===== src/hw/rtl/frag_rx_pkg.sv =====
package frag_rx_pkg;

    localparam int MAX_FRAGMENTS = 4096;
    localparam int MAX_DATAGRAM  = 2048;

    localparam int DATA_W   = 8;
    localparam int FIELD_W  = 16;
    localparam int FRAG_W   = 13;
    localparam int INDEX_W  = 11;
    localparam int FB_W     = 11;
    localparam int OFFSET_W = 22;
    localparam int KIND_W   = 3;
    localparam int TDATA_W  = 48;

    localparam int FRAG_LIMIT  = (MAX_FRAGMENTS > 8191) ? 8191 : MAX_FRAGMENTS;
    localparam int PAYLOAD_CAP = (MAX_DATAGRAM - 1 > 2047) ? 2047 : MAX_DATAGRAM - 1;

    localparam logic [FB_W-1:0]    FB_RESET     = 11'd1000;
    localparam logic [DATA_W-1:0]  COLON        = 8'h3A;
    localparam logic [DATA_W-1:0]  NUL          = 8'h00;
    localparam logic [DATA_W-1:0]  DIGIT_ZERO   = 8'h30;
    localparam logic [DATA_W-1:0]  DIGIT_NINE   = 8'h39;
    localparam logic [FIELD_W-1:0] FIELD_MAX    = 16'hFFFF;
    localparam logic [FRAG_W-1:0]  FRAG_NUM_MAX = 13'h1FFF;

    localparam logic [KIND_W-1:0] KIND_NAME    = 3'd0;
    localparam logic [KIND_W-1:0] KIND_PAYLOAD = 3'd1;
    localparam logic [KIND_W-1:0] KIND_ACK     = 3'd2;
    localparam logic [KIND_W-1:0] KIND_DUP     = 3'd3;
    localparam logic [KIND_W-1:0] KIND_NACK    = 3'd4;
    localparam logic [KIND_W-1:0] KIND_INVALID = 3'd5;
    localparam logic [KIND_W-1:0] KIND_SIZE    = 3'd6;

    typedef enum logic [2:0] {
        PH_TOTAL,
        PH_FRAG,
        PH_SIZE,
        PH_NAME,
        PH_PAYLOAD,
        PH_DISCARD
    } phase_t;

    typedef struct packed {
        logic [KIND_W-1:0]   kind;
        logic [DATA_W-1:0]   byte_value;
        logic [OFFSET_W-1:0] file_offset;
        logic [FRAG_W-1:0]   fragment_number;
        logic                file_done;
    } result_t;

endpackage


===== src/hw/rtl/fragment_receiver_with_ack_core.sv =====
// Fragment receiver core.
// The s_ channel takes one datagram byte per item in s_tdata; s_tlast marks the
// final byte of a datagram of the form total:frag:size:name:payload.
// The m_ channel gives at most one result item per input byte: m_tuser holds the
// kind, m_tdata the byte, file offset and fragment number, and m_tlast flags the
// item that completes the file.
// The fragment length for all but the last fragment is set through cfg_we and
// cfg_wdata while no item is in flight.
// A result passes from the input register, where the accepted item waits, to the output
// register, written by the parse and header check, and can be taken from there.
// Throughput is one item per cycle while the skid register is empty, set by the per-byte
// update of the parser state and the payload offset multiply-add.
// When the receiver stalls, a one-entry skid register takes the next result and
// s_tready drops once the skid register is full and the input register holds an item.
// Reset clears the parser, the session and both output stages, and sets the
// fragment length to 1000.
module fragment_receiver_with_ack_core (
    input  logic        aclk,
    input  logic        aresetn,
    input  logic        s_tvalid,
    output logic        s_tready,
    input  logic [7:0]  s_tdata,   // data_byte
    input  logic        s_tlast,
    output logic        m_tvalid,
    input  logic        m_tready,
    output logic [47:0] m_tdata,   // byte_value, file_offset, fragment_number, zero fill
    output logic [2:0]  m_tuser,   // kind
    output logic        m_tlast,
    input  logic        cfg_we,
    input  logic [10:0] cfg_wdata
);

    logic                                 in_valid_reg, in_valid_next;
    logic [frag_rx_pkg::DATA_W-1:0]       in_byte_reg;
    logic                                 in_last_reg;

    logic [frag_rx_pkg::FB_W-1:0]         fb_reg;

    frag_rx_pkg::phase_t                  phase_reg, phase_next;
    logic [frag_rx_pkg::FIELD_W-1:0]      total_reg, total_next;
    logic [frag_rx_pkg::FIELD_W-1:0]      frag_reg, frag_next;
    logic [frag_rx_pkg::FIELD_W-1:0]      size_reg, size_next;
    logic                                 frozen_reg, frozen_next;
    logic                                 name_seen_reg, name_seen_next;
    logic                                 active_reg, active_next;
    logic [frag_rx_pkg::FRAG_W-1:0]       sess_total_reg, sess_total_next;
    logic [frag_rx_pkg::FRAG_W-1:0]       last_in_order_reg, last_in_order_next;
    logic [frag_rx_pkg::INDEX_W-1:0]      idx_reg, idx_next;
    logic                                 writing_reg, writing_next;

    logic                                 out_valid_reg, out_valid_next;
    frag_rx_pkg::result_t                 out_reg, out_next;
    logic                                 skid_valid_reg, skid_valid_next;
    frag_rx_pkg::result_t                 skid_reg, skid_next;

    logic                                 advance;
    logic                                 pop;
    logic                                 res_valid;
    frag_rx_pkg::result_t                 res;

    logic                                 is_digit;
    logic [frag_rx_pkg::FIELD_W-1:0]      acc_src;
    logic [19:0]                          acc_wide;
    logic [frag_rx_pkg::FIELD_W-1:0]      acc_value;

    logic                                 hdr_valid;
    logic [frag_rx_pkg::FRAG_W-1:0]       eff_total;
    logic [frag_rx_pkg::FRAG_W-1:0]       eff_last;
    logic [frag_rx_pkg::FRAG_W:0]         eff_last_inc;
    logic [frag_rx_pkg::FRAG_W-1:0]       frag_number;

    logic [frag_rx_pkg::INDEX_W:0]        idx_ext;
    logic [frag_rx_pkg::INDEX_W:0]        idx_inc;
    logic                                 pay_in_range;
    logic                                 pay_last;
    logic [frag_rx_pkg::FRAG_W-1:0]       frag_m1;
    logic [23:0]                          product;
    logic [23:0]                          offset_sum;

    assign pop      = out_valid_reg && m_tready;
    assign advance  = in_valid_reg && !skid_valid_reg;
    assign s_tready = !in_valid_reg || !skid_valid_reg;

    assign m_tvalid = out_valid_reg;
    assign m_tuser  = out_reg.kind;
    assign m_tlast  = out_reg.file_done;
    assign m_tdata  = {5'd0, out_reg.fragment_number, out_reg.file_offset,
                       out_reg.byte_value};

    // Decimal accumulation with saturation.
    assign is_digit = (in_byte_reg >= frag_rx_pkg::DIGIT_ZERO) &&
                      (in_byte_reg <= frag_rx_pkg::DIGIT_NINE);

    always_comb begin
        case (phase_reg)
            frag_rx_pkg::PH_TOTAL: acc_src = total_reg;
            frag_rx_pkg::PH_FRAG:  acc_src = frag_reg;
            default:               acc_src = size_reg;
        endcase
    end

    assign acc_wide  = {acc_src, 3'd0} + {3'd0, acc_src, 1'b0} +
                       20'(in_byte_reg - frag_rx_pkg::DIGIT_ZERO);
    assign acc_value = (frozen_reg || !is_digit) ? acc_src :
                       (acc_wide > 20'(frag_rx_pkg::FIELD_MAX)) ? frag_rx_pkg::FIELD_MAX :
                       acc_wide[frag_rx_pkg::FIELD_W-1:0];

    // Header check.
    assign hdr_valid = name_seen_reg &&
                       (total_reg >= 16'd1) &&
                       (total_reg <= 16'(frag_rx_pkg::FRAG_LIMIT)) &&
                       (frag_reg >= 16'd1) &&
                       (frag_reg <= total_reg) &&
                       (!active_reg || (frag_reg <= 16'(sess_total_reg)));
    assign eff_total    = active_reg ? sess_total_reg : total_reg[frag_rx_pkg::FRAG_W-1:0];
    assign eff_last     = active_reg ? last_in_order_reg : '0;
    assign eff_last_inc = {1'b0, eff_last} + 14'd1;
    assign frag_number  = (frag_reg > 16'(frag_rx_pkg::FRAG_NUM_MAX)) ?
                          frag_rx_pkg::FRAG_NUM_MAX : frag_reg[frag_rx_pkg::FRAG_W-1:0];

    // Payload position.
    assign idx_ext      = {1'b0, idx_reg};
    assign idx_inc      = idx_ext + 12'd1;
    assign pay_in_range = (16'(idx_reg) < size_reg) &&
                          (idx_ext < 12'(frag_rx_pkg::PAYLOAD_CAP));
    assign pay_last     = (16'(idx_inc) >= size_reg) ||
                          (idx_inc >= 12'(frag_rx_pkg::PAYLOAD_CAP)) || in_last_reg;
    assign frag_m1      = frag_reg[frag_rx_pkg::FRAG_W-1:0] - 13'd1;
    assign product      = 24'(frag_m1) * 24'(fb_reg);
    assign offset_sum   = product + 24'(idx_reg);

    always_comb begin
        phase_next         = phase_reg;
        total_next         = total_reg;
        frag_next          = frag_reg;
        size_next          = size_reg;
        frozen_next        = frozen_reg;
        name_seen_next     = name_seen_reg;
        active_next        = active_reg;
        sess_total_next    = sess_total_reg;
        last_in_order_next = last_in_order_reg;
        idx_next           = idx_reg;
        writing_next       = writing_reg;
        res_valid          = 1'b0;
        res                = '0;
        res.fragment_number = frag_number;

        if (advance) begin
            if (phase_reg inside {frag_rx_pkg::PH_TOTAL, frag_rx_pkg::PH_FRAG,
                                  frag_rx_pkg::PH_SIZE, frag_rx_pkg::PH_NAME}) begin
                if ((in_byte_reg == frag_rx_pkg::NUL) ||
                    (in_last_reg && !(phase_reg == frag_rx_pkg::PH_NAME &&
                                      in_byte_reg == frag_rx_pkg::COLON))) begin
                    active_next        = 1'b0;
                    sess_total_next    = '0;
                    last_in_order_next = '0;
                    res_valid          = 1'b1;
                    res.kind           = frag_rx_pkg::KIND_INVALID;
                    phase_next         = frag_rx_pkg::PH_DISCARD;
                end else if (phase_reg == frag_rx_pkg::PH_NAME) begin
                    res_valid = 1'b1;
                    if (in_byte_reg == frag_rx_pkg::COLON) begin
                        phase_next = frag_rx_pkg::PH_DISCARD;
                        if (!hdr_valid) begin
                            active_next        = 1'b0;
                            sess_total_next    = '0;
                            last_in_order_next = '0;
                            res.kind           = frag_rx_pkg::KIND_INVALID;
                        end else begin
                            active_next     = 1'b1;
                            sess_total_next = eff_total;
                            last_in_order_next = eff_last;
                            if (frag_reg <= 16'(eff_last)) begin
                                res.kind = frag_rx_pkg::KIND_DUP;
                            end else if (frag_reg != 16'(eff_last_inc)) begin
                                res.kind = frag_rx_pkg::KIND_NACK;
                            end else if ((frag_reg != 16'(eff_total)) &&
                                         (size_reg != 16'(fb_reg))) begin
                                active_next        = 1'b0;
                                sess_total_next    = '0;
                                last_in_order_next = '0;
                                res.kind           = frag_rx_pkg::KIND_SIZE;
                            end else begin
                                res.kind           = frag_rx_pkg::KIND_ACK;
                                phase_next         = frag_rx_pkg::PH_PAYLOAD;
                                idx_next           = '0;
                                writing_next       = (size_reg != '0) && !in_last_reg;
                                last_in_order_next =
                                    eff_last_inc[frag_rx_pkg::FRAG_W-1:0];
                                if (!writing_next &&
                                    (eff_last_inc[frag_rx_pkg::FRAG_W-1:0] == eff_total)) begin
                                    active_next        = 1'b0;
                                    sess_total_next    = '0;
                                    last_in_order_next = '0;
                                    res.file_done      = 1'b1;
                                end
                            end
                        end
                    end else begin
                        name_seen_next = 1'b1;
                        res.kind       = frag_rx_pkg::KIND_NAME;
                        res.byte_value = in_byte_reg;
                    end
                end else if (in_byte_reg == frag_rx_pkg::COLON) begin
                    frozen_next = 1'b0;
                    case (phase_reg)
                        frag_rx_pkg::PH_TOTAL: phase_next = frag_rx_pkg::PH_FRAG;
                        frag_rx_pkg::PH_FRAG:  phase_next = frag_rx_pkg::PH_SIZE;
                        default:               phase_next = frag_rx_pkg::PH_NAME;
                    endcase
                end else begin
                    frozen_next = frozen_reg || !is_digit;
                    case (phase_reg)
                        frag_rx_pkg::PH_TOTAL: total_next = acc_value;
                        frag_rx_pkg::PH_FRAG:  frag_next  = acc_value;
                        default:               size_next  = acc_value;
                    endcase
                end
            end else if (phase_reg == frag_rx_pkg::PH_PAYLOAD && writing_reg) begin
                if (pay_in_range) begin
                    res_valid       = 1'b1;
                    res.kind        = frag_rx_pkg::KIND_PAYLOAD;
                    res.byte_value  = in_byte_reg;
                    res.file_offset = offset_sum[frag_rx_pkg::OFFSET_W-1:0];
                    idx_next        = idx_inc[frag_rx_pkg::INDEX_W-1:0];
                    if (pay_last) begin
                        writing_next = 1'b0;
                        if (active_reg && (last_in_order_reg == sess_total_reg)) begin
                            res.file_done      = 1'b1;
                            active_next        = 1'b0;
                            sess_total_next    = '0;
                            last_in_order_next = '0;
                        end
                    end
                end else begin
                    writing_next = 1'b0;
                end
            end

            if (in_last_reg) begin
                phase_next     = frag_rx_pkg::PH_TOTAL;
                total_next     = '0;
                frag_next      = '0;
                size_next      = '0;
                frozen_next    = 1'b0;
                name_seen_next = 1'b0;
                idx_next       = '0;
                writing_next   = 1'b0;
            end
        end
    end

    always_comb begin
        in_valid_next   = in_valid_reg;
        out_valid_next  = out_valid_reg;
        out_next        = out_reg;
        skid_valid_next = skid_valid_reg;
        skid_next       = skid_reg;

        if (s_tvalid && s_tready) begin
            in_valid_next = 1'b1;
        end else if (advance) begin
            in_valid_next = 1'b0;
        end

        if (skid_valid_reg) begin
            if (pop) begin
                out_next        = skid_reg;
                skid_valid_next = 1'b0;
            end
        end else if (res_valid) begin
            if (!out_valid_reg || pop) begin
                out_next       = res;
                out_valid_next = 1'b1;
            end else begin
                skid_next       = res;
                skid_valid_next = 1'b1;
            end
        end else if (pop) begin
            out_valid_next = 1'b0;
        end
    end

    always_ff @(posedge aclk) begin
        in_byte_reg <= (s_tvalid && s_tready) ? s_tdata : in_byte_reg;
        in_last_reg <= (s_tvalid && s_tready) ? s_tlast : in_last_reg;
        out_reg     <= out_next;
        skid_reg    <= skid_next;
        if (!aresetn) begin
            in_valid_reg      <= 1'b0;
            out_valid_reg     <= 1'b0;
            skid_valid_reg    <= 1'b0;
            fb_reg            <= frag_rx_pkg::FB_RESET;
            phase_reg         <= frag_rx_pkg::PH_TOTAL;
            total_reg         <= '0;
            frag_reg          <= '0;
            size_reg          <= '0;
            frozen_reg        <= 1'b0;
            name_seen_reg     <= 1'b0;
            active_reg        <= 1'b0;
            sess_total_reg    <= '0;
            last_in_order_reg <= '0;
            idx_reg           <= '0;
            writing_reg       <= 1'b0;
        end else begin
            in_valid_reg      <= in_valid_next;
            out_valid_reg     <= out_valid_next;
            skid_valid_reg    <= skid_valid_next;
            fb_reg            <= cfg_we ? cfg_wdata : fb_reg;
            phase_reg         <= phase_next;
            total_reg         <= total_next;
            frag_reg          <= frag_next;
            size_reg          <= size_next;
            frozen_reg        <= frozen_next;
            name_seen_reg     <= name_seen_next;
            active_reg        <= active_next;
            sess_total_reg    <= sess_total_next;
            last_in_order_reg <= last_in_order_next;
            idx_reg           <= idx_next;
            writing_reg       <= writing_next;
        end
    end

    a_skid_behind_out: assert property (@(posedge aclk) disable iff (!aresetn)
        skid_valid_reg |-> out_valid_reg)
        else $error("skid register holds an item while the output register is empty");

    a_writing_in_payload: assert property (@(posedge aclk) disable iff (!aresetn)
        writing_reg |-> (phase_reg == frag_rx_pkg::PH_PAYLOAD))
        else $error("payload write active outside the payload phase");

    a_session_counts: assert property (@(posedge aclk) disable iff (!aresetn)
        active_reg |-> (sess_total_reg != '0) && (last_in_order_reg <= sess_total_reg))
        else $error("session fragment count out of range");

    a_done_kind: assert property (@(posedge aclk) disable iff (!aresetn)
        (m_tvalid && m_tlast) |->
            (m_tuser == frag_rx_pkg::KIND_PAYLOAD) || (m_tuser == frag_rx_pkg::KIND_ACK))
        else $error("file completion flagged on an item that is neither payload nor ack");

endmodule


===== config.mk =====
export PLATFORM = sky130hd
export DESIGN_NAME = fragment_receiver_with_ack_core
export DESIGN_NICKNAME = d
export VERILOG_FILES = /design/src/hw/rtl/frag_rx_pkg.sv /design/src/hw/rtl/fragment_receiver_with_ack_core.sv
export SDC_FILE = /design/constraint.sdc
export NUM_CORES = 1
export LEC_CHECK = 0
export ABC_AREA = 1
export BUFFER_PORTS_ARGS = -buffer_cell sky130_fd_sc_hd__buf_2
export CAP_MARGIN = 20
export CORE_ASPECT_RATIO = 1.75
export CORE_UTILIZATION = 40
export CTS_CLUSTER_SIZE = 14
export DETAILED_ROUTE_END_ITERATION = 8
export MAX_ROUTING_LAYER = met4
export SYNTH_ARGS = -nofsm -noshare
export SYNTH_HDL_FRONTEND = slang
export SYNTH_SLANG_ARGS = --single-unit
export TNS_END_PERCENT = 50

===== constraint.sdc =====
create_clock -name aclk -period 11 [get_ports aclk]
set_input_delay 2.2 -clock aclk [delete_from_list [all_inputs] [get_ports aclk]]
set_output_delay 2.2 -clock aclk [all_outputs]
set_load 0.05 [all_outputs]

Yosys cells after proc, flatten, opt, wreduce, memory -nomap -nowiden
Index checks and enable logic that the tools add are counted.

cells by class
  add/sub/neg operators = 7
  multipliers = 1
  order comparisons = 14
  eq/ne operators = 26
  mux-type cells = 150
  bitwise logic cells = 2
  reductions and logical operators = 64

operators by type and width
  cell                    number
  $mux W13                25
  $mux W16                20
  $mux W47                4
  $mux W11                13
  $mux W1                 68
  $mux W31                2
  $mux W3                 12
  $mux W33                1
  $ge A16 B1 Y1 const B   2
  $le A16 B13 Y1          2
  $pmux W16 S2            1
  $eq A13 B13 Y1          2
  $reduce_bool A2 Y1      12
  $add A22 B11 Y22        1
  $mul A13 B11 Y22        1
  $mux W22                1
  $add A19 B17 Y20        1
  $add A20 B20 Y20        1
  $gt A20 B16 Y1 const B  1
  $reduce_and A10 Y1      2
  $ne A3 B3 Y1 const B    6
  $reduce_and A6 Y1       3
  $logic_and A1 B1 Y1     17
  $ge A12 B16 Y1          1
  other kinds (39)        65

word-level totals
  register bits = 209
  bits of input ports = 25

Depth between registers and ports, before layout
Gate-level depths: netlist of run 1.

  depth in word-level cells = 17
  mapped depth = 30

Least setup slack after synthesis of run 1
OpenSTA, ideal clock, no wires.

  kind = register to register
  from = register frag_reg[0] (netlist name)
  to = register out_reg (netlist bit m_tdata[27]), data pin
  library setup time = 0.267 ns
  arrival time = 5.903 ns
  path slack = 4.831 ns
  cell stages (with the launch flop) = 29
  clock period less this slack = 6.169 ns
  cells stage by stage = dfxtp_1 -> inv_1 -> clkbuf_1 -> ha_1 -> nand2_1 -> inv_1 -> nand2_1 -> nor3_1 -> or2_2 -> nand2_1 -> inv_1 -> nand2_1 -> fa_1 -> fa_1 -> inv_1 -> fa_1 -> fa_1 -> inv_1 -> fa_1 -> inv_1 -> ha_1 -> nand2_1 -> nor3_1 -> nand2_1 -> o211ai_1 -> a21oi_1 -> o21ai_0 -> xor2_1 -> o21ai_0

RTL lines
  item                    line                                    text
  from (decl)             fragment_receiver_with_ack_core.sv:41   logic [frag_rx_pkg::FIELD_W-1:0] frag_reg, frag_next;
  from (signal assigned)  fragment_receiver_with_ack_core.sv:312  frag_reg <= frag_next;
  to (signal assigned)    fragment_receiver_with_ack_core.sv:287  out_reg <= out_next;
  to (decl)               fragment_receiver_with_ack_core.sv:52   frag_rx_pkg::result_t out_reg, out_next;

==> results of run 1 <==
worst min-delay path, cell delays in order, from the launching register on:
cell and delay, ns:
dfxtp_1 0.31, nand2_1 0.06, a21oi_1 0.06
cells by family (layout without fill, tap and decap cells):
group | Yosys count | count (layout) | share of synthesized area
buffers and inverters | 471 | 518 | 0.0979
XOR/XNOR | 61 | 61 | 0.0280
adder cells (fa/ha/maj) | 271 | 271 | 0.226
AO/OA/AOI/OAI | 426 | 426 | 0.124
flip-flops | 209 | 209 | 0.273
AND/OR/NAND/NOR | 1110 | 1110 | 0.251
other | 1 | 5 | 0.000197
per-stage QoR:
stage                util  power [uW]  instance area [um^2]  setup WS, ns
floorplan               -        4840                 19100          4.83
finish              0.442        6770                 20800          3.79
CTS                 0.441        6820                 20800          3.86
detailed placement  0.424        5930                 20000          3.87
global route        0.442        7590                 20800          3.33
global placement    0.424        5890                 20000          4.03
power breakdown:
group | switching, uW | internal [uW]
combinational | 3170 | 1880
sequential | 39.3 | 846
clock | 352 | 488
layout make-up:
cell class | instances | area, um^2
flip-flops and latches | 209 | 5220
clock buffers | 31 | 647
clock inverters | 11 | 148
fillers | 4794 | 26300
multi-input cells | 1873 | 12100
inverters | 380 | 1430
repair buffers | 96 | 558
well taps | 588 | 736
worst max path at each step:
stage / start / to / slack, ns
finish: frag_reg[0]$_SDFFE_PN0P_ / m_tdata[27]$_DFFE_PP_ / 3.79
global route: frag_reg[0]$_SDFFE_PN0P_ / m_tdata[27]$_DFFE_PP_ / 3.33
CTS: frag_reg[0]$_SDFFE_PN0P_ / m_tdata[27]$_DFFE_PP_ / 3.86
detailed placement: frag_reg[0]$_SDFFE_PN0P_ / m_tdata[27]$_DFFE_PP_ / 3.87
global placement: frag_reg[0]$_SDFFE_PN0P_ / m_tdata[27]$_DFFE_PP_ / 4.03
floorplan: frag_reg[0]$_SDFFE_PN0P_ / m_tdata[27]$_DFFE_PP_ / 4.83
cell usage in the layout (no fill, tap or decap), types with 9 or more instances in the layout:
cell type | synthesis | routed
nand2_1 | 555 | 555
inv_1 | 367 | 367
nor2_1 | 279 | 277
a21oi_1 | 184 | 184
ha_1 | 148 | 148
o21ai_0 | 141 | 141
nand3_1 | 132 | 132
fa_1 | 123 | 123
dfxtp_1 | 106 | 106
edfxtp_1 | 103 | 103
buf_2 | 14 | 73
nand4_1 | 65 | 65
xor2_1 | 41 | 41
clkbuf_16 | 0 | 24
buf_4 | 8 | 22
nor3_1 | 22 | 21
xnor2_1 | 20 | 20
o21a_1 | 17 | 17
o22ai_1 | 17 | 17
a31oi_1 | 16 | 16
o31ai_1 | 10 | 10
nor2_2 | 8 | 9
inv_2 | 8 | 9
or2_2 | 9 | 9
per-layer routing:
metal | track usage | wire length [um]
met1 | 0.261 | 22300
met2 | 0.498 | 33400
met3 | 0.0238 | 2190
met4 | 0.189 | 4970
met5 | - | 0
==> out/metrics.yaml, run 1 <==
setup_viol: 0
seq_area_frac_synth: 0.273
clkSinkCount: 209
clockBufferDepth: 3
hold_slack_ns: 0.475
slew_viol_final: 0
tightest_slew_ns: 1.17
largest_register_ffs: 47
clockRootBuffer: "clkbuf_16"
layout-drive-gt1-share: 0.0719
syn_area_um2: 19100
grt_max_degree: 72
fin_crit_sh: 0.656
antenna_found_initial: 0
cts_max_level: 1
critPathKind: "register to register"
netlist_instances: 2549
vias: 17358
syn2layout_area_growth_pct: 8.95
hpwl_um: 50100
synth_edf_count: 103
core_area_um2: 47000
slowest_stage: "dfxtp_1"
drt_wl_total_um: 62900
synth.avg_cell_area_um2: 7.48
cp_top_family: "adder cells"
drt-initial-drc-count: 1033
cp_num_cells: 27
track_usage: 0.269
io_pins: 79
clk_latency_ns: 0.56
fin_crit_ns: 7.21
r2r-end: "m_tdata[27]$_DFFE_PP_"
status: "finished clean"
fmax_mhz: 139
ys_async_sr_fraction: 0
synth_ff_type: "dfxtp_1"
peakVddDrop_v: 0.000419
fin_setup_tns_ns: 0
synth_cell_types: 51
worstPathRequired_ns: 11.28
min_to: "sess_total_reg[7]$_SDFFE_PN0P_"
arrival_ns: 7.50
r2r_slack_ns: 3.79
overflow: 0
hp-class: "register to register"
dr.pass1.iters: 5
dp.cells: 3145
insertedDiodeCount: 0
cts_hold_buf: 0
via_per_inst: 5.44
synthTopCellsByArea: "edfxtp_1 (16%), fa_1 (13%), dfxtp_1 (11%)"
ys_ff_latch: 209
yosys-top-cells-count: "nand2_1 (555), inv_1 (367), nor2_1 (279), a21oi_1 (184), ha_1 (148)"
hold_viol_final: 0
stdcell_count: 3188
port-buffer-count: 73
drc: 0
gp_congestion: 0.998
cp_slowest_stage_delay_ns: 0.63
slew_headroom: 0.221
yosys_warnings: 0
synth.most_common_cell: "nand2_1"
hp-start: "sess_total_reg[7]$_SDFFE_PN0P_"
numCtsBuffers: 23
critPathBufInv: 6
reg2reg_depth: 27
holdPathStages: 2
die_w_um: 167
synth_top_area_share: 0.162
grt_pass1_vias: 17473
start_util: 0.406
endpoint_kind: "register"
skew_ns: 0.0214
rows: 105
maxCapViolations: 0
path_clk_slew_ns: 0.07
grt_pass1_wl_um: 97600
r2r_start: "frag_reg[0]$_SDFFE_PN0P_"
nets: 2879
synth_top_cell_by_area: "edfxtp_1"
power_leakage_uw: 0.00979
post-cts-setup-buffers: 0
cts_resized: 0
die_area_um2: 48600
ant_nets: 0
crit_fanout: 14
worst_setup_path_start_kind: "register"
powerDensity_nw_per_um2: 326
drt-wirelength-per-cell_um: 19.7
rsz0062_at_grt: "false"
cts_tree: "built"
die_height_um: 291
Power figures use the tool's default switching activity.
==> inputs of run 2 (changes only) <==
--- a/config.mk
+++ b/config.mk
@@ -5,7 +5,7 @@
 export SDC_FILE = /design/constraint.sdc
 export NUM_CORES = 1
 export LEC_CHECK = 0
-export ABC_AREA = 1
+export ABC_AREA = 0
 export BUFFER_PORTS_ARGS = -buffer_cell sky130_fd_sc_hd__buf_2
 export CAP_MARGIN = 20
 export CORE_ASPECT_RATIO = 1.75
==> constraint.sdc (replaced) <==
create_clock -name aclk -period 6.05 [get_ports aclk]
set_input_delay 1.21 -clock aclk [delete_from_list [all_inputs] [get_ports aclk]]
set_output_delay 1.21 -clock aclk [all_outputs]
set_load 0.05 [all_outputs]
==> run 2 against run 1 <==
  * The run now ends with negative setup slack left
  * Die area is 3.8% lower
  * Area after synthesis shrank 3.8%
  * Design area up 1.8%
  * Critical path depth decreased by 3
  * Sequential share of layout area fell by 0.42 points
==> out/metrics.yaml, run 2 <==
vias: 14858
seq_area_frac_synth: 0.284
drt-initial-drc-count: 801
cts_max_level: 1
netlist_instances: 1949
numCtsBuffers: 22
reg2reg_depth: 24
setup_viol: 16
synth_top_cell_by_area: "edfxtp_1"
overflow: 0
worst_setup_path_start_kind: "register"
via_per_inst: 5.56
syn_area_um2: 18300
status: "complete, but fails checks"
rows: 103
fin_crit_ns: 6.58
track_usage: 0.248
io_pins: 79
fmax_mhz: 152
crit_fanout: 5
synth_ff_type: "dfxtp_1"
dp.cells: 2619
gp_congestion: 0.946
arrival_ns: 6.88
timing.critical_path.mode_cell: "fa_1"
clkSinkCount: 209
hold_viol_final: 0
layout-drive-gt1-share: 0.179
fillers: 4291
rsz0062_at_grt: "true"
synth_cell_types: 91
syn2layout_area_growth_pct: 15.3
worstPathRequired_ns: 6.35
peakVddDrop_v: 0.000711
ant_nets: 0
cts_hold_buf: 0
synth_edf_count: 103
fin_crit_sh: 1.09
multi_input_area_um2: 12300
cp_top_family: "adder cells"
synthTopCellsByArea: "edfxtp_1 (17%), fa_1 (13%), dfxtp_1 (12%)"
violations: "negative setup slack"
yosys_warnings: 0
fin_total_pwr_uw: 8510
yosys-top-cells-count: "inv_1 (210), nand2_1 (173), ha_1 (148), fa_1 (123), dfxtp_1 (106)"
largest_register_ffs: 47
mostFrequentLayoutCells: "inv_1 (198), nand2_1 (164), ha_1 (139), buf_4 (125), fa_1 (119)"
slew_viol_final: 0
stdcell_area_um2: 21200
fin_util: 0.468
ys_async_sr_fraction: 0
cp_num_cells: 24
slowest_stage: "fa_1"
clockRootBuffer: "clkbuf_16"
dr.pass1.iters: 5
clk_latency_ns: 0.56
die_area_um2: 46700
drc: 0
critPathBufInv: 4
start_util: 0.405
nets: 2374
core_area_um2: 45200
layout_setup_ws_ns: -0.531
drt_wl_total_um: 54900
power_leakage_uw: 0.00933
tightest_slew_ns: 1.19
die_height_um: 285
synth_top_area_share: 0.169
mostFrequentLayoutCell: "inv_1"
maxCapViolations: 0
cp_slowest_stage_delay_ns: 0.54
stdcell_count: 2672
clockBufferDepth: 3
ys_ff_latch: 209
critPathKind: "register to register"
die_w_um: 164
port-buffer-count: 73
skew_ns: 0.0222
synth.avg_cell_area_um2: 9.41
drt-wirelength-per-cell_um: 20.6
regArea_um2: 5220
synth.most_common_cell: "inv_1"
hpwl_um: 43800
antenna_found_initial: 0
path_cells: "or4_4 > or4_4 > or2_4 > nor4_4 > xor2_1 > buf_4 > nand2_2 > fa_1 > inv_2 > fa_1 > fa_1 > fa_1 > inv_2 > fa_1 > inv_2 > ha_4 > a21o_1 > a21o_1 > a221o_1 > a21o_1 > a21oi_2 > or2_4 > a21oi_2 > a21o_1"
grt_pass1_vias: 16024
dpl_cell_area_um2: 20000
slew_headroom: 0.196
powerDensity_nw_per_um2: 402
path_clk_slew_ns: 0.07
grt_pass1_wl_um: 86400
grt_max_degree: 55
hold_slack_ns: 0.466
holdPathStages: 2
hp-class: "register to register"
endpoint_kind: "register"
cts_tree: "built"
-- run 2: changes by cell type after synthesis, sizes merged, moves of 27 or more --
cell	before	now
xnor2	20	80
nand3	139	40
a32o	0	27
a21o	2	55
inv	375	210
nand2b	0	41
o21ai	147	45
and2	2	74
nor2	294	84
nor2b	0	38
a21oi	184	92
mux2i	0	50
nand2	563	174
nand4	65	24
-- run 2: path summary, 6_finish.rpt --
path / start / endpoint / slack [ns]
worst min-delay path: frozen_reg$_SDFFE_PN0P_ / frozen_reg$_SDFFE_PN0P_ / 0.47
worst max-delay path: frag_reg[0]$_SDFFE_PN0P_ / m_tdata[26]$_DFFE_PP_ / -0.53
worst max register to register: frag_reg[0]$_SDFFE_PN0P_ / m_tdata[26]$_DFFE_PP_ / -0.53
worst min register to register: frozen_reg$_SDFFE_PN0P_ / frozen_reg$_SDFFE_PN0P_ / 0.47
-- run 2: cell type report --
cell class,count,area share
clock inverters,10,0.00432
repair buffers,203,0.0643
flip-flops and latches,209,0.247
diodes,1,0.000118
multi-input cells,1432,0.583
inverters,210,0.0373
well taps,577,0.0341
clock buffers,30,0.0299
-- run 2: logic make-up after synthesis --
kind of cell | after synthesis | share of synthesized area
other cells | 1 | 0.000204
mux | 63 | 0.0353
buf+inv | 312 | 0.0665
flops | 209 | 0.284
simple gates | 604 | 0.174
xor+xnor | 120 | 0.0600
fa+ha+maj | 271 | 0.235
compound gates | 369 | 0.144
-- run 2: worst min-delay path, cell delays in order, from the launching register on --
cell,delay [ns]
dfxtp_1,0.31
nand2_1,0.05
a21boi_0,0.06
-- run 2: timing repair --
item	CTS	global route
pin swaps	40	45
setup endpoints to repair	21	23
setup buffers	5	6
gates resized for setup	35	37
-- run 2: power by group --
part           switching, uW  internal (uW)  leakage [uW]  total, uW
sequential              27.5           1500       0.00178       1530
clock                    631            780      0.000357       1410
combinational           2730           2840       0.00719       5570
-- run 2: routing by layer --
metal  up-vias  routed length, um  track usage
met1      7332              19100        0.236
met4         0               3330        0.148
met5         -                  0            -
met3       178               1640       0.0192
li1       6992                  -            -
met2       356              30900        0.473
-- run 2: stage by stage --
| step | TNS [ns] | worst slack, ns |
|---|---|---|
| 2_1_floorplan | -6.82 | -0.579 |
| 3_3_place_gp | -5.92 | -0.502 |
| 3_5_place_dp | -7.75 | -0.619 |
| 4_1_cts | -4.52 | -0.436 |
| 5_1_grt | -9.39 | -0.744 |
| 6_report | -5.10 | -0.531 |
==> inputs of run 3 (changes only) <==
--- a/config.mk
+++ b/config.mk
@@ -9,6 +9,7 @@
 export BUFFER_PORTS_ARGS = -buffer_cell sky130_fd_sc_hd__buf_2
 export CAP_MARGIN = 20
 export CORE_ASPECT_RATIO = 1.75
+export CORE_MARGIN = 2
 export CORE_UTILIZATION = 40
 export CTS_CLUSTER_SIZE = 14
 export DETAILED_ROUTE_END_ITERATION = 8
==> run 3 against run 2 <==
  * The run still ends with negative setup slack left
  * Utilization fell by 0.59 points
  * Fmax is 0.20% higher
  * Critical path depth unchanged
  * Flip-flop and latch count did not move
  * Sequential power about the same
  * First-iteration DRC count increased by 14%
  * Combinational power down 3.8%
  * Worst setup slack improved by 0.013 ns
  * Cell count decreased by 0.37%
  * Clock power fell by 6%
  * Critical path type unchanged
  * Die area is 1.9% higher
  * Clock-buffer cell count shrank 1
==> out/metrics.yaml, run 3 (synthesis results as in run 2) <==
gp_congestion: 0.943
critPathLaunch: "frag_reg[0]$_SDFFE_PN0P_"
mostFrequentLayoutCell: "inv_1"
start_util: 0.405
power_leakage_uw: 0.00924
layout_setup_ws_ns: -0.518
nets: 2365
arrival_ns: 6.87
clockBufferDepth: 3
cts_hold_buf: 0
largest_register_ffs: 47
vias: 14939
mostFrequentLayoutCells: "inv_1 (205), nand2_1 (169), ha_1 (142), fa_1 (122), buf_4 (118)"
clkSinkCount: 209
tightest_slew_ns: 1.07
gr-usage-met3: 0.0219
hp-class: "register to register"
drt-wirelength-per-cell_um: 20.8
r2r_slack_ns: -0.52
ant_nets: 0
hold_slack_ns: 0.468
die_area_um2: 47700
numCtsBuffers: 22
skew_ns: 0.0133
cts_max_level: 1
holdPathStages: 2
fin_crit_ns: 6.57
worst_setup_path_start_kind: "register"
dpl_cell_area_um2: 20000
dr.pass1.iters: 7
busiest_layer: "met2"
status: "complete, but fails checks"
grt_max_degree: 56
worstPathRequired_ns: 6.35
rsz0062_at_grt: "true"
grtUsageMet2: 0.465
core_area_um2: 45200
fillers: 4317
fmax_mhz: 152
powerDensity_nw_per_um2: 393
critPathKind: "register to register"
r2r_start: "frag_reg[0]$_SDFFE_PN0P_"
slew_viol_final: 0
hpwl_um: 44100
cts_tree: "built"
setup_viol: 22
hp-start: "writing_reg$_SDFFE_PN0P_"
track_usage: 0.238
drt-initial-drc-count: 914
layout-drive-gt1-share: 0.161
overflow: 0
endpoint_kind: "register"
crit_fanout: 5
via_per_inst: 5.61
die_w_um: 166
slew_headroom: 0.287
syn2layout_area_growth_pct: 13.9
drt_wl_total_um: 55400
rows: 103
hold_viol_final: 0
stdcell_area_um2: 20900
peakVddDrop_v: 0.000650
antenna_found_initial: 1
clk_latency_ns: 0.55
clockRootBuffer: "clkbuf_16"
drc: 0
grt_pass1_wl_um: 87000
maxCapViolations: 0
io_pins: 79
r2r-end: "m_tdata[26]$_DFFE_PP_"
fin_crit_sh: 1.09
met1_usage: 0.228
grt_pass1_vias: 15876
min_to: "writing_reg$_SDFFE_PN0P_"
violations: "negative setup slack"
dp_slack_ns: -0.639
reg2reg_depth: 24
die_height_um: 287
port-buffer-count: 73
path_clk_slew_ns: 0.07
run 3: cell count changes in the layout (fill, tap and decap cells not counted), moves of 3 or more:
cell     change
fa_1         +3
buf_4        -7
nand2_1      +5
ha_1         +3
ha_4         -4
buf_6        -3
inv_1        +7
inv_2        -7
nand2_4      -3
fa_2         -3
run 3: stage by stage:
stage,cells,total power (uW),TNS [ns],utilization
CTS,2655,7930,-6.48,0.460
finish,2662,8210,-6.89,0.462
global placement,2611,5900,-6.38,0.442
global route,2662,8860,-11.31,0.462
floorplan,1953,4710,-6.82,-
detailed placement,2611,6030,-8.66,0.442
run 3: routing by layer:
metal  share of wire  up-vias
li1                -     6974
met1            0.34     7353
met2            0.56      436
met3           0.038      176
met4           0.062        0
met5               0        -
run 3: repair_timing:
item                                    CTS  global route
hold endpoints to repair                  0             0
endpoints found under the setup margin   23            24
pin swaps                                30            22
resized for setup                        25            10
buffers inserted                          5             5
run 3: area by class of cell:
cell class | instances | area (um^2) | share of cell area
Sequential cell | 209 | 5220 | 0.250
Inverter | 210 | 788 | 0.0377
Clock inverter | 10 | 62.6 | 0.00299
Multi-Input combinational cell | 1432 | 12200 | 0.584
Clock buffer | 29 | 607 | 0.0290
Timing Repair Buffer | 194 | 1290 | 0.0616
Antenna cell | 1 | 2.50 | 0.000120
Tap cell | 577 | 722 | 0.0346
run 3: worst max path at each step:
stage / depth (start not counted) / endpoint / slack, ns
2_1_floorplan: 25 / m_tdata[26]$_DFFE_PP_ / -0.58
3_3_place_gp: 24 / m_tdata[26]$_DFFE_PP_ / -0.52
3_5_place_dp: 24 / m_tdata[27]$_DFFE_PP_ / -0.64
4_1_cts: 24 / m_tdata[28]$_DFFE_PP_ / -0.48
5_1_grt: 24 / m_tdata[28]$_DFFE_PP_ / -0.73
6_report: 24 / m_tdata[26]$_DFFE_PP_ / -0.52
run 3: critical path, cell delays in order, from the launching register on:
cell	delay (ns)
dfxtp_2	0.32
or4_4	0.53
or4_4	0.43
or2_4	0.28
nor2_2	0.12
xor2_1	0.14
buf_4	0.15
nand2_2	0.06
fa_1	0.50
fa_2	0.55
inv_2	0.04
fa_1	0.47
fa_1	0.49
inv_1	0.05
fa_1	0.54
inv_2	0.05
ha_4	0.26
a21oi_4	0.15
o32ai_4	0.12
a221o_1	0.38
a21o_1	0.20
a21oi_2	0.14
or2_4	0.13
a21oi_2	0.04
a21o_1	0.19
run 3: where the power goes:
part	internal [uW]	switching, uW
clock network	708	609
registers	1500	29.1
logic	2710	2650
